$ cat src/design/bhcm_pkg.sv
// ----------------------------------------------------------------------------
// bhcm_pkg
// shared widths, codes and types of the banded heat-map color mapper
// ----------------------------------------------------------------------------
package bhcm_pkg;

	localparam int LEVEL_BITS = 16;
	// signed threshold width: doubled level plus tolerance, with sign
	localparam int TH_W = LEVEL_BITS + 4;
	// ramp numerator and denominator width
	localparam int DEN_W = LEVEL_BITS + 2;
	localparam int Q_W = 8;
	localparam int PROD_W = DEN_W + Q_W;
	localparam int CNT_W = $clog2(Q_W);

	localparam logic [Q_W-1:0] FULL = 8'd255;

	localparam logic [LEVEL_BITS-1:0] MIN_RESET = LEVEL_BITS'(0);
	localparam logic [LEVEL_BITS-1:0] MAX_RESET = LEVEL_BITS'(2560);
	localparam logic [LEVEL_BITS-1:0] TOL_RESET = LEVEL_BITS'(43);

	localparam int CFG_IDX_W = 2;
	localparam logic [CFG_IDX_W-1:0] CFG_MIN = 2'd0;
	localparam logic [CFG_IDX_W-1:0] CFG_MAX = 2'd1;
	localparam logic [CFG_IDX_W-1:0] CFG_TOL = 2'd2;

	typedef enum logic [2:0] {
		BAND_HOLD  = 3'd0,
		BAND_BLUE  = 3'd1,
		BAND_BG    = 3'd2,
		BAND_GREEN = 3'd3,
		BAND_GR    = 3'd4,
		BAND_RED   = 3'd5,
		BAND_BLACK = 3'd6
	} band_t;

	typedef enum logic [1:0] {
		ST_IDLE,
		ST_CLASS,
		ST_DIV,
		ST_FIN
	} state_t;

	typedef struct packed {
		logic           done;
		logic [Q_W-1:0] quo;
		logic           inexact;
	} div_res_t;

endpackage

$ cat src/design/bhcm_ramp_div.sv
// ----------------------------------------------------------------------------
// bhcm_ramp_div
// radix-2 restoring divider giving floor(255*num/den), one quotient bit a cycle
// ----------------------------------------------------------------------------
module bhcm_ramp_div (
	input  logic                           clk,
	input  logic                           arst_n,
	input  logic                           start,
	input  logic [bhcm_pkg::DEN_W-1:0]     num,
	input  logic [bhcm_pkg::DEN_W-1:0]     den,
	output bhcm_pkg::div_res_t             res
);

	logic                           busy_q;
	logic                           done_q;
	logic [bhcm_pkg::CNT_W-1:0]     cnt_q;
	logic [bhcm_pkg::PROD_W-1:0]    rem_q;
	logic [bhcm_pkg::PROD_W-1:0]    dsr_q;
	logic [bhcm_pkg::Q_W-1:0]       quo_q;
	logic                           ge;

	assign ge = (rem_q >= dsr_q);

	always_ff @(posedge clk or negedge arst_n) begin
		if (!arst_n) begin
			busy_q <= 1'b0;
			done_q <= 1'b0;
			cnt_q  <= '0;
		end else begin
			done_q <= 1'b0;
			if (start) begin
				busy_q <= 1'b1;
				cnt_q  <= '0;
			end else if (busy_q) begin
				cnt_q <= cnt_q + 1'b1;
				if (cnt_q == bhcm_pkg::CNT_W'(bhcm_pkg::Q_W - 1)) begin
					busy_q <= 1'b0;
					done_q <= 1'b1;
				end
			end
		end
	end

	always_ff @(posedge clk) begin
		if (start) begin
			// 255*num as (num << 8) - num
			rem_q <= {num, {bhcm_pkg::Q_W{1'b0}}} - {{bhcm_pkg::Q_W{1'b0}}, num};
			dsr_q <= {1'b0, den, {(bhcm_pkg::Q_W-1){1'b0}}};
			quo_q <= '0;
		end else if (busy_q) begin
			if (ge) begin
				rem_q <= rem_q - dsr_q;
			end
			dsr_q <= {1'b0, dsr_q[bhcm_pkg::PROD_W-1:1]};
			quo_q <= {quo_q[bhcm_pkg::Q_W-2:0], ge};
		end
	end

	assign res.done    = done_q;
	assign res.quo     = quo_q;
	assign res.inexact = (rem_q != '0);

endmodule

$ cat src/design/banded_heatmap_color_mapper_unit.sv
// ----------------------------------------------------------------------------
// banded_heatmap_color_mapper_unit
// maps an unsigned Q8.8 level to a blue-green-red color through six bands
// ----------------------------------------------------------------------------
// steps: the level is registered, classified into a band, for ramps divided, then loaded to the output
// one item at a time: the input stalls until the result is loaded, which waits on output stalls;
//   the ramp divider takes one quotient bit per cycle for its 8-bit quotient, one item at a time
// a new input is taken while a finished result still waits on the output
// reset: registers return to min 0, max 2560, tolerance 43; held color is black
module banded_heatmap_color_mapper_unit (
	input  logic                                 clk,
	input  logic                                 arst_n,
	input  logic                                 wr_en,
	input  logic [bhcm_pkg::CFG_IDX_W-1:0]       wr_index,
	input  logic [bhcm_pkg::LEVEL_BITS-1:0]      wr_data,
	input  logic                                 in_valid,
	output logic                                 in_stall,
	input  logic [bhcm_pkg::LEVEL_BITS-1:0]      level,
	output logic                                 out_valid,
	input  logic                                 out_stall,
	output logic [7:0]                           red,
	output logic [7:0]                           green,
	output logic [7:0]                           blue,
	output logic [2:0]                           band
);

	bhcm_pkg::state_t                    state_q, state_nxt;
	logic [bhcm_pkg::LEVEL_BITS-1:0]     min_q, max_q, tol_q;
	logic [bhcm_pkg::LEVEL_BITS-1:0]     level_q;
	bhcm_pkg::band_t                     band_q, band_c, band_out_q;
	logic [bhcm_pkg::DEN_W-1:0]          num_q, den_q, num_c, den_c;
	logic [bhcm_pkg::Q_W-1:0]            quo_q;
	logic                                inexact_q;
	logic [7:0]                          last_red_q, last_green_q, last_blue_q;
	logic [7:0]                          red_c, green_c, blue_c;
	logic                                out_valid_q;
	logic                                div_go_q;
	logic                                out_load;
	logic                                in_xfer;
	logic [bhcm_pkg::Q_W-1:0]            fade;
	bhcm_pkg::div_res_t                  div_res;

	logic signed [bhcm_pkg::TH_W-1:0]    v, m, x, t, mn, mx, tl, s;
	logic signed [bhcm_pkg::TH_W-1:0]    a, b, c, d, e;
	logic signed [bhcm_pkg::TH_W-1:0]    num_full, den_full;

	localparam int ZP = bhcm_pkg::TH_W - bhcm_pkg::LEVEL_BITS;

	// configuration
	always_ff @(posedge clk or negedge arst_n) begin
		if (!arst_n) begin
			min_q <= bhcm_pkg::MIN_RESET;
			max_q <= bhcm_pkg::MAX_RESET;
			tol_q <= bhcm_pkg::TOL_RESET;
		end else if (wr_en) begin
			case (wr_index)
				bhcm_pkg::CFG_MIN: min_q <= wr_data;
				bhcm_pkg::CFG_MAX: max_q <= wr_data;
				bhcm_pkg::CFG_TOL: tol_q <= wr_data;
				default: ;
			endcase
		end
	end

	// thresholds, in units of half a level step except the half-span
	always_comb begin
		v  = $signed({{(ZP-1){1'b0}}, level_q, 1'b0});
		m  = $signed({{(ZP-1){1'b0}}, min_q, 1'b0});
		x  = $signed({{(ZP-1){1'b0}}, max_q, 1'b0});
		t  = $signed({{(ZP-1){1'b0}}, tol_q, 1'b0});
		mn = $signed({{ZP{1'b0}}, min_q});
		mx = $signed({{ZP{1'b0}}, max_q});
		tl = $signed({{ZP{1'b0}}, tol_q});
		s  = mx - mn;
		a  = m + t;
		b  = s - tl;
		c  = s + tl;
		d  = x - t;
		e  = x;
		num_full = '0;
		den_full = '0;
		if (v > m && v <= a) begin
			band_c = bhcm_pkg::BAND_BLUE;
		end else if (v > a && v <= b) begin
			band_c   = bhcm_pkg::BAND_BG;
			num_full = v - a;
			den_full = b - a;
		end else if (v > b && v <= c) begin
			band_c = bhcm_pkg::BAND_GREEN;
		end else if (v > c && v <= d) begin
			band_c   = bhcm_pkg::BAND_GR;
			num_full = v - c;
			den_full = d - c;
		end else if (v > d && v <= e) begin
			band_c = bhcm_pkg::BAND_RED;
		end else if (v > e) begin
			band_c = bhcm_pkg::BAND_BLACK;
		end else begin
			band_c = bhcm_pkg::BAND_HOLD;
		end
		num_c = num_full[bhcm_pkg::DEN_W-1:0];
		den_c = den_full[bhcm_pkg::DEN_W-1:0];
	end

	bhcm_ramp_div u_div (
		.clk    (clk),
		.arst_n (arst_n),
		.start  (div_go_q),
		.num    (num_q),
		.den    (den_q),
		.res    (div_res)
	);

	// fading channel: floor(255*(1-t)) = 255 - ceil(255*t)
	assign fade = bhcm_pkg::FULL - quo_q - bhcm_pkg::Q_W'(inexact_q);

	always_comb begin
		case (band_q)
			bhcm_pkg::BAND_BLUE: begin
				red_c = '0; green_c = '0; blue_c = bhcm_pkg::FULL;
			end
			bhcm_pkg::BAND_BG: begin
				red_c = '0; green_c = quo_q; blue_c = fade;
			end
			bhcm_pkg::BAND_GREEN: begin
				red_c = '0; green_c = bhcm_pkg::FULL; blue_c = '0;
			end
			bhcm_pkg::BAND_GR: begin
				red_c = quo_q; green_c = fade; blue_c = '0;
			end
			bhcm_pkg::BAND_RED: begin
				red_c = bhcm_pkg::FULL; green_c = '0; blue_c = '0;
			end
			bhcm_pkg::BAND_BLACK: begin
				red_c = '0; green_c = '0; blue_c = '0;
			end
			default: begin
				red_c = last_red_q; green_c = last_green_q; blue_c = last_blue_q;
			end
		endcase
	end

	// control
	always_ff @(posedge clk or negedge arst_n) begin
		if (!arst_n) begin
			state_q <= bhcm_pkg::ST_IDLE;
		end else begin
			state_q <= state_nxt;
		end
	end

	always_comb begin
		state_nxt = state_q;
		in_stall  = 1'b1;
		out_load  = 1'b0;
		case (state_q)
			bhcm_pkg::ST_IDLE: begin
				in_stall = 1'b0;
				if (in_valid) begin
					state_nxt = bhcm_pkg::ST_CLASS;
				end
			end
			bhcm_pkg::ST_CLASS: begin
				if (band_c == bhcm_pkg::BAND_BG || band_c == bhcm_pkg::BAND_GR) begin
					state_nxt = bhcm_pkg::ST_DIV;
				end else begin
					state_nxt = bhcm_pkg::ST_FIN;
				end
			end
			bhcm_pkg::ST_DIV: begin
				if (div_res.done) begin
					state_nxt = bhcm_pkg::ST_FIN;
				end
			end
			bhcm_pkg::ST_FIN: begin
				if (!out_valid_q || !out_stall) begin
					out_load  = 1'b1;
					state_nxt = bhcm_pkg::ST_IDLE;
				end
			end
			default: state_nxt = bhcm_pkg::ST_IDLE;
		endcase
	end

	assign in_xfer = in_valid && !in_stall;

	// start the divider in the cycle after classification
	always_ff @(posedge clk or negedge arst_n) begin
		if (!arst_n) begin
			div_go_q <= 1'b0;
		end else begin
			div_go_q <= (state_q == bhcm_pkg::ST_CLASS) && (state_nxt == bhcm_pkg::ST_DIV);
		end
	end

	always_ff @(posedge clk) begin
		if (in_xfer) begin
			level_q <= level;
		end
		if (state_q == bhcm_pkg::ST_CLASS) begin
			band_q <= band_c;
			num_q  <= num_c;
			den_q  <= den_c;
		end
		if (div_res.done) begin
			quo_q     <= div_res.quo;
			inexact_q <= div_res.inexact;
		end
		if (out_load) begin
			band_out_q <= band_q;
		end
	end

	// held color and output register share the same flops
	always_ff @(posedge clk or negedge arst_n) begin
		if (!arst_n) begin
			last_red_q   <= '0;
			last_green_q <= '0;
			last_blue_q  <= '0;
			out_valid_q  <= 1'b0;
		end else begin
			if (out_load) begin
				last_red_q   <= red_c;
				last_green_q <= green_c;
				last_blue_q  <= blue_c;
				out_valid_q  <= 1'b1;
			end else if (out_valid_q && !out_stall) begin
				out_valid_q <= 1'b0;
			end
		end
	end

	assign out_valid = out_valid_q;
	assign red       = last_red_q;
	assign green     = last_green_q;
	assign blue      = last_blue_q;
	assign band      = band_out_q;

endmodule

$ cat config.mk
export PLATFORM = sky130hd
export DESIGN_NAME = banded_heatmap_color_mapper_unit
export DESIGN_NICKNAME = d
export VERILOG_FILES = /design/src/design/bhcm_pkg.sv /design/src/design/bhcm_ramp_div.sv /design/src/design/banded_heatmap_color_mapper_unit.sv
export SDC_FILE = /design/constraint.sdc
export NUM_CORES = 1
export LEC_CHECK = 0
export BUFFER_PORTS_ARGS = -buffer_cell sky130_fd_sc_hd__buf_2
export CAP_MARGIN = 0
export CORE_ASPECT_RATIO = 1.2
export CORE_MARGIN = 1
export CORE_UTILIZATION = 35
export CTS_CLUSTER_SIZE = 28
export DETAILED_ROUTE_END_ITERATION = 6
export GPL_TIMING_DRIVEN = 0
export MAX_ROUTING_LAYER = met4
export SLEW_MARGIN = 20
export SYNTH_ARGS = -nofsm -noshare
export SYNTH_HDL_FRONTEND = slang
export SYNTH_HIERARCHICAL = 1
export SYNTH_SLANG_ARGS = --single-unit
$ cat constraint.sdc
create_clock -name clk -period 8.1 [get_ports clk]
set_input_delay 0.405 -clock clk [delete_from_list [all_inputs] [get_ports clk]]
set_output_delay 0.405 -clock clk [all_outputs]
set_load 0.005 [all_outputs]
==> impl_metrics.ini, run 1 <==
[detailed_routing]
via_per_inst = 5.56
drtIter0Drc = 894
final_antenna_net_count = 0
wire_per_inst_um = 19.7
via_count = 17000
dr.pass1.iters = 5
drt-total-wl_mm = 60.0
post-route-drc-count = 0

[layout]
syn_to_final_growth_pct = 12.1
finalNonFillerCells = 3055
layout_common_cells = ha_1 (243), inv_1 (178), nand2_1 (172)
finish.utilization = 0.398
fin_area_um2 = 21900
nets = 2608
register_area_um2 = 5670
layout_commonest_cell = ha_1
multi_input_comb_area_um2 = 13000
drive_gt1_frac = 0.105
fill_cells = 5537
antenna_cells = 0

[timing]
hold_viol = 0
drv_slew = 0
period_needed_ps = 7640
slew_headroom = 0.334
tightest_slew_ps = 991
skew_ps = 14.1
min_period_over_period = 0.943
setup_violations = 0
fin_ws_ps = 462
max_freq_mhz = 131

[placement]
dpl_cell_area_um2 = 20900
dp_hpwl_mm = 49.5
pre_cts_ws_ps = -860
routabilityCongestion = 0.957
numPortBuffers = 67
place_inst = 2998

[global_route]
antenna_found_initial = 0
grt_use_total = 0.217
grt_pass1_vias = 17700
grt.overflow.total = 0
grt_pass1_wl_mm = 93.8
grt_max_degree = 50

[floorplanning]
row_count = 94
coreArea_um2 = 55000
die_w_um = 218
pin_count = 68
chipHeight_um = 261
initial_utilization = 0.355
dieArea_um2 = 56800

[worst_setup_path]
cp_slowest_cell = a311oi_1
cp-start-kind = flip-flop
setup.worst_path.end_class = flip-flop
critical_path.max_stage_delay_ps = 510
worstSetupPathType = flip-flop to flip-flop
r2r_start = max_q[0]$_DFFE_PN0P_
cp.arrival_ps = 8030
cp_max_fo = 10
required_ps = 8490
startpoint = max_q[0]$_DFFE_PN0P_

[logic_synthesis]
synth_cells = 2208
yosysTopAreaCellShare = 0.170
ys_types = 109
netlist_top_cells_area = edfxtp_1 (17%), ha_1 (16%), dfrtp_1 (9.6%)
netlist_area_um2 = 19600
yosys.area.top_type = edfxtp_1
synthArstFlopShare = 0.391
synth_nets = 2500
ys_warn_count = 6
ys_ff_latch = 207
seq_area_frac_synth = 0.290
synth_edf_count = 111
synth_area_per_cell_um2 = 8.86
synthFlopType = edfxtp_1

[clock_tree]
clk_latency_ps = 560
clk_path_buf_depth = 3
clkSinkCount = 207
cts_root_buffer = clkbuf_16
cts_buffers = 25
path_clk_slew_ps = 70
cts_tree = built
htreeDepth = 1

[worst_hold_path]
hold_path_class = primary input to flip-flop
worstHoldStart = level[15]

[run]
drv_cap = 0

[outcome]
outcome = finished, final reports clean
## cells by family (layout without fill, tap and decap cells)
kind of cell / count (synthesis) / in the layout / share of synthesized area
mux: 57 / 57 / 0.0313
flops: 207 / 207 / 0.290
fa+ha+maj: 257 / 257 / 0.168
buf+inv: 240 / 367 / 0.0498
xor+xnor: 162 / 162 / 0.0737
simple gates: 636 / 636 / 0.163
compound gates: 649 / 649 / 0.225
## timing repair
item,in CTS,in global routing
gates resized for setup,6,8
buffers inserted,2,0
endpoints found under the setup margin,40,38
hold buffers,9,0
pin swaps,1,0
endpoints found under the hold margin,40,0
gates cloned,0,0
## worst max-delay path, delay by kind of cell, from the launching register on
| kind | cells | cell delay, ps |
|---|---|---|
| AND/OR/NAND/NOR | 9 | 1720 |
| XOR/XNOR | 1 | 110 |
| flip-flops | 1 | 400 |
| AO/OA/AOI/OAI | 9 | 2580 |
| buffers and inverters | 6 | 1510 |
| adder cells (fa/ha/maj) | 4 | 1150 |
## stage by stage
| stage | setup TNS (ps) | hold slack (ps) |
|---|---|---|
| after floorplan | 0 | 109 |
| final | 0 | 25.9 |
| after global routing | -45.3 | 1.68 |
| after detailed placement | -23450 | 415 |
| after global placement | -26200 | 418 |
| after CTS | 0 | 0.284 |
## synth_stat cells (8+ instances only)
library cell,n
xnor2_1,109
nor3_1,32
mux2_2,33
o22ai_1,11
o31ai_1,21
o21ai_0,126
nand2b_1,26
nand3_1,62
nand3b_1,10
nand2_1,173
a211oi_1,11
nand3_2,9
or2_2,12
a21o_1,83
o211ai_1,16
a22oi_1,9
edfxtp_1,111
ha_1,243
a21oi_1,170
and3_1,18
nor2_1,164
clkbuf_1,37
mux2i_1,24
dfxtp_1,15
o21bai_1,17
xor2_1,50
nor4_1,13
or3_1,18
nor2b_1,34
o21a_1,29
nand4_1,27
a31o_2,9
dfrtp_1,75
a31oi_1,17
buf_1,9
a21oi_2,8
fa_1,10
a211o_1,8
o2111ai_1,11
inv_1,178
and2_1,9
## state kept, by name, indices dropped and copies added, names as in the netlist, 8 cells and up
| name | count |
|---|---|
| tol_q | 16 |
| u_div/rem_q | 26 |
| level_q | 16 |
| u_div/dsr_q | 25 |
| blue | 8 |
| min_q | 16 |
| red | 8 |
| den_q | 18 |
| quo_q | 8 |
| u_div/quo_q | 8 |
| num_q | 18 |
| green | 8 |
| max_q | 16 |
## worst paths after layout
| path | to | cells past startpoint | slack, ps |
|---|---|---|---|
| min in group asynchronous | state_q[1]$_DFF_PN0_ | 2 | 350 |
| worst max register to register | den_q[8]$_SDFFCE_PP0P_ | 29 | 460 |
| worst max-delay path | den_q[8]$_SDFFCE_PP0P_ | 29 | 460 |
| worst min register to register | quo_q[7]$_DFFE_PP_ | 0 | 440 |
| max in group asynchronous | max_q[11]$_DFFE_PN1P_ | 3 | 7060 |
| worst min-delay path | level_q[15]$_DFFE_PP_ | 1 | 30 |
## metal layers
metal  share of wire  vias to the layer above  track usage  wire [um]
li1                -                     8289            -          -
met1            0.40                     8216        0.232      24300
met2            0.52                      355        0.405      31500
met3           0.029                      132       0.0202       1740
met4           0.042                        0       0.0911       2550
met5               0                        -            -          0
## area by class of cell
cell class	instances	share of cell area
Tap cell	720	0.0411
Clock buffer	36	0.0322
Buffer	58	0.0135
Clock inverter	10	0.00867
Sequential cell	207	0.258
Inverter	182	0.0311
Timing Repair Buffer	81	0.0242
Multi-Input combinational cell	1761	0.591
Power of run 1 is left out: the tool's default activity adds up to more than one toggle a clock period on the data nets, which glitch-free logic cannot reach.
==> run 2, diff against run 1 <==
--- a/config.mk
+++ b/config.mk
@@ -9,7 +9,8 @@
 export CAP_MARGIN = 0
 export CORE_ASPECT_RATIO = 1.2
 export CORE_MARGIN = 1
-export CORE_UTILIZATION = 35
+export CORE_UTILIZATION = 45
+export CTS_CLUSTER_DIAMETER = 120
 export CTS_CLUSTER_SIZE = 28
 export DETAILED_ROUTE_END_ITERATION = 6
 export GPL_TIMING_DRIVEN = 0
==> constraint.sdc (replaced) <==
create_clock -name clk -period 9.45 [get_ports clk]
set_input_delay 0.4725 -clock clk [delete_from_list [all_inputs] [get_ports clk]]
set_output_delay 0.4725 -clock clk [all_outputs]
set_load 0.005 [all_outputs]
==> run 2 against run 1 <==
Register-to-register slack improved by 180 ps; core utilization increased by 9.2 points; critical path depth rose by 6; final cell count is 6.8% lower.
==> impl_metrics.ini, run 2 (synthesized netlist as in run 1, its figures left out) <==
[detailed_routing]
via_count = 16700
via_per_inst = 5.88
post-route-drc-count = 0
drt-total-wl_mm = 57.7
final_antenna_net_count = 0
wire_per_inst_um = 20.3
drtIter0Drc = 936
dr.pass1.iters = 6

[placement]
dpl_cell_area_um2 = 20700
routabilityCongestion = 0.946
pre_cts_ws_ps = 720
numPortBuffers = 67
dp_hpwl_mm = 47.7

[layout]
antenna_cells = 0
top_register = u_div/rem_q
register_area_um2 = 5670
drive_gt1_frac = 0.0924
multi_input_comb_area_um2 = 12900
largest_reg_flops = 26
fin_area_um2 = 21000
syn_to_final_growth_pct = 7.28
fill_cells = 4134
finish.utilization = 0.490
layout_commonest_cell = ha_1
nets = 2583
top_regs = u_div/rem_q (26), u_div/dsr_q (25)
layout_common_cells = ha_1 (243), inv_1 (178), nand2_1 (172)

[timing]
slew_headroom = 0.375
hold_viol = 0
min_period_over_period = 0.932
drv_slew = 0
setup_violations = 0
tightest_slew_ps = 930
max_freq_mhz = 114
rsz0062_at_grt = no
tns_ps = 0
period_needed_ps = 8810
skew_ps = 42.3
fin_ws_ps = 644

[clock_tree]
clk_path_buf_depth = 3
cts_buffers = 11
cts_root_buffer = clkbuf_16
clk_latency_ps = 520
clkSinkCount = 207
path_clk_slew_ps = 110
cts_tree = built
htreeDepth = 1

[global_route]
grt.overflow.total = 0
grt_pass1_vias = 17000
grt_max_degree = 54
grt_use_total = 0.269
antenna_found_initial = 0
grt_pass1_wl_mm = 90.6

[worst_setup_path]
cpMostUsedCell = o21ai_0
r2r_setup_slack_ps = 640
worstSetupPathType = flip-flop to flip-flop
required_ps = 9740
r2r_end = den_q[3]$_SDFFCE_PP0P_
cp-endpoint = den_q[3]$_SDFFCE_PP0P_
cp.arrival_ps = 9100
cp_slowest_cell = o21ai_0
cp-start-kind = flip-flop
setup.worst_path.end_class = flip-flop
critical_path.max_stage_delay_ps = 540
cp_max_fo = 10
startpoint = min_q[1]$_DFFE_PN0P_
r2r_start = min_q[1]$_DFFE_PN0P_
r2r.worst_path.cells = 35

[floorplanning]
coreArea_um2 = 42800
initial_utilization = 0.457
dieArea_um2 = 44300
row_count = 83
die_w_um = 192
chipHeight_um = 230
pin_count = 68

[run]
drv_cap = 0

[worst_hold_path]
hold_path_class = primary input to flip-flop

[outcome]
outcome = finished, final reports clean
run 2: stage by stage:
stage	hold WS [ps]	std cells
final	123	2847
after global routing	104	2847
after CTS	105	2847
after detailed placement	426	2829
after global placement	418	2827
after floorplan	177	2208
run 2: timing repair:
item	CTS	global route
hold endpoints to repair	26	0
hold buffers	1	0
setup buffers	0	0
endpoints found under the setup margin	0	1
gates resized for setup	0	1
run 2: final cells by class:
cell class	count	share of cell area
sequential	207	0.270
buffer	58	0.0138
multi-input combinational	1761	0.617
clock inverter	2	0.000954
tap	552	0.0329
timing repair buffer	70	0.0188
inverter	182	0.0326
clock buffer	15	0.0138
run 2: routing by layer:
layer  wire length [um]  part of all wire  vias to the layer above  global-route usage
met5                  0                 0                        -                   -
met1              23500              0.41                     8023               0.303
met4               2580             0.045                        0               0.114
li1                   -                 -                     8231                   -
met3               1640             0.028                      120              0.0164
met2              29900              0.52                      353               0.488
run 2: worst min-delay path by stage:
stage	startpoint	to	cells after the start
6_report	level[12]	level_q[12]$_DFFE_PP_	1
5_1_grt	level[13]	level_q[13]$_DFFE_PP_	1
4_1_cts	level[13]	level_q[13]$_DFFE_PP_	1
3_5_place_dp	u_div/quo_q[7]$_SDFFE_PP0P_	quo_q[7]$_DFFE_PP_	0
3_3_place_gp	u_div/quo_q[7]$_SDFFE_PP0P_	quo_q[7]$_DFFE_PP_	0
2_1_floorplan	arst_n	blue[0]$_DFFE_PN0P_	0
run 2: worst max-delay path: cells and delay by family, from the launching register on:
kind                     cells  cell delay [ps]
AO/OA/AOI/OAI               16             4020
XOR/XNOR                     2              340
adder cells (fa/ha/maj)      3              970
buffers and inverters        5             1070
flip-flops                   1              470
AND/OR/NAND/NOR              9             1740
Power of run 2 is left out for the same reason.
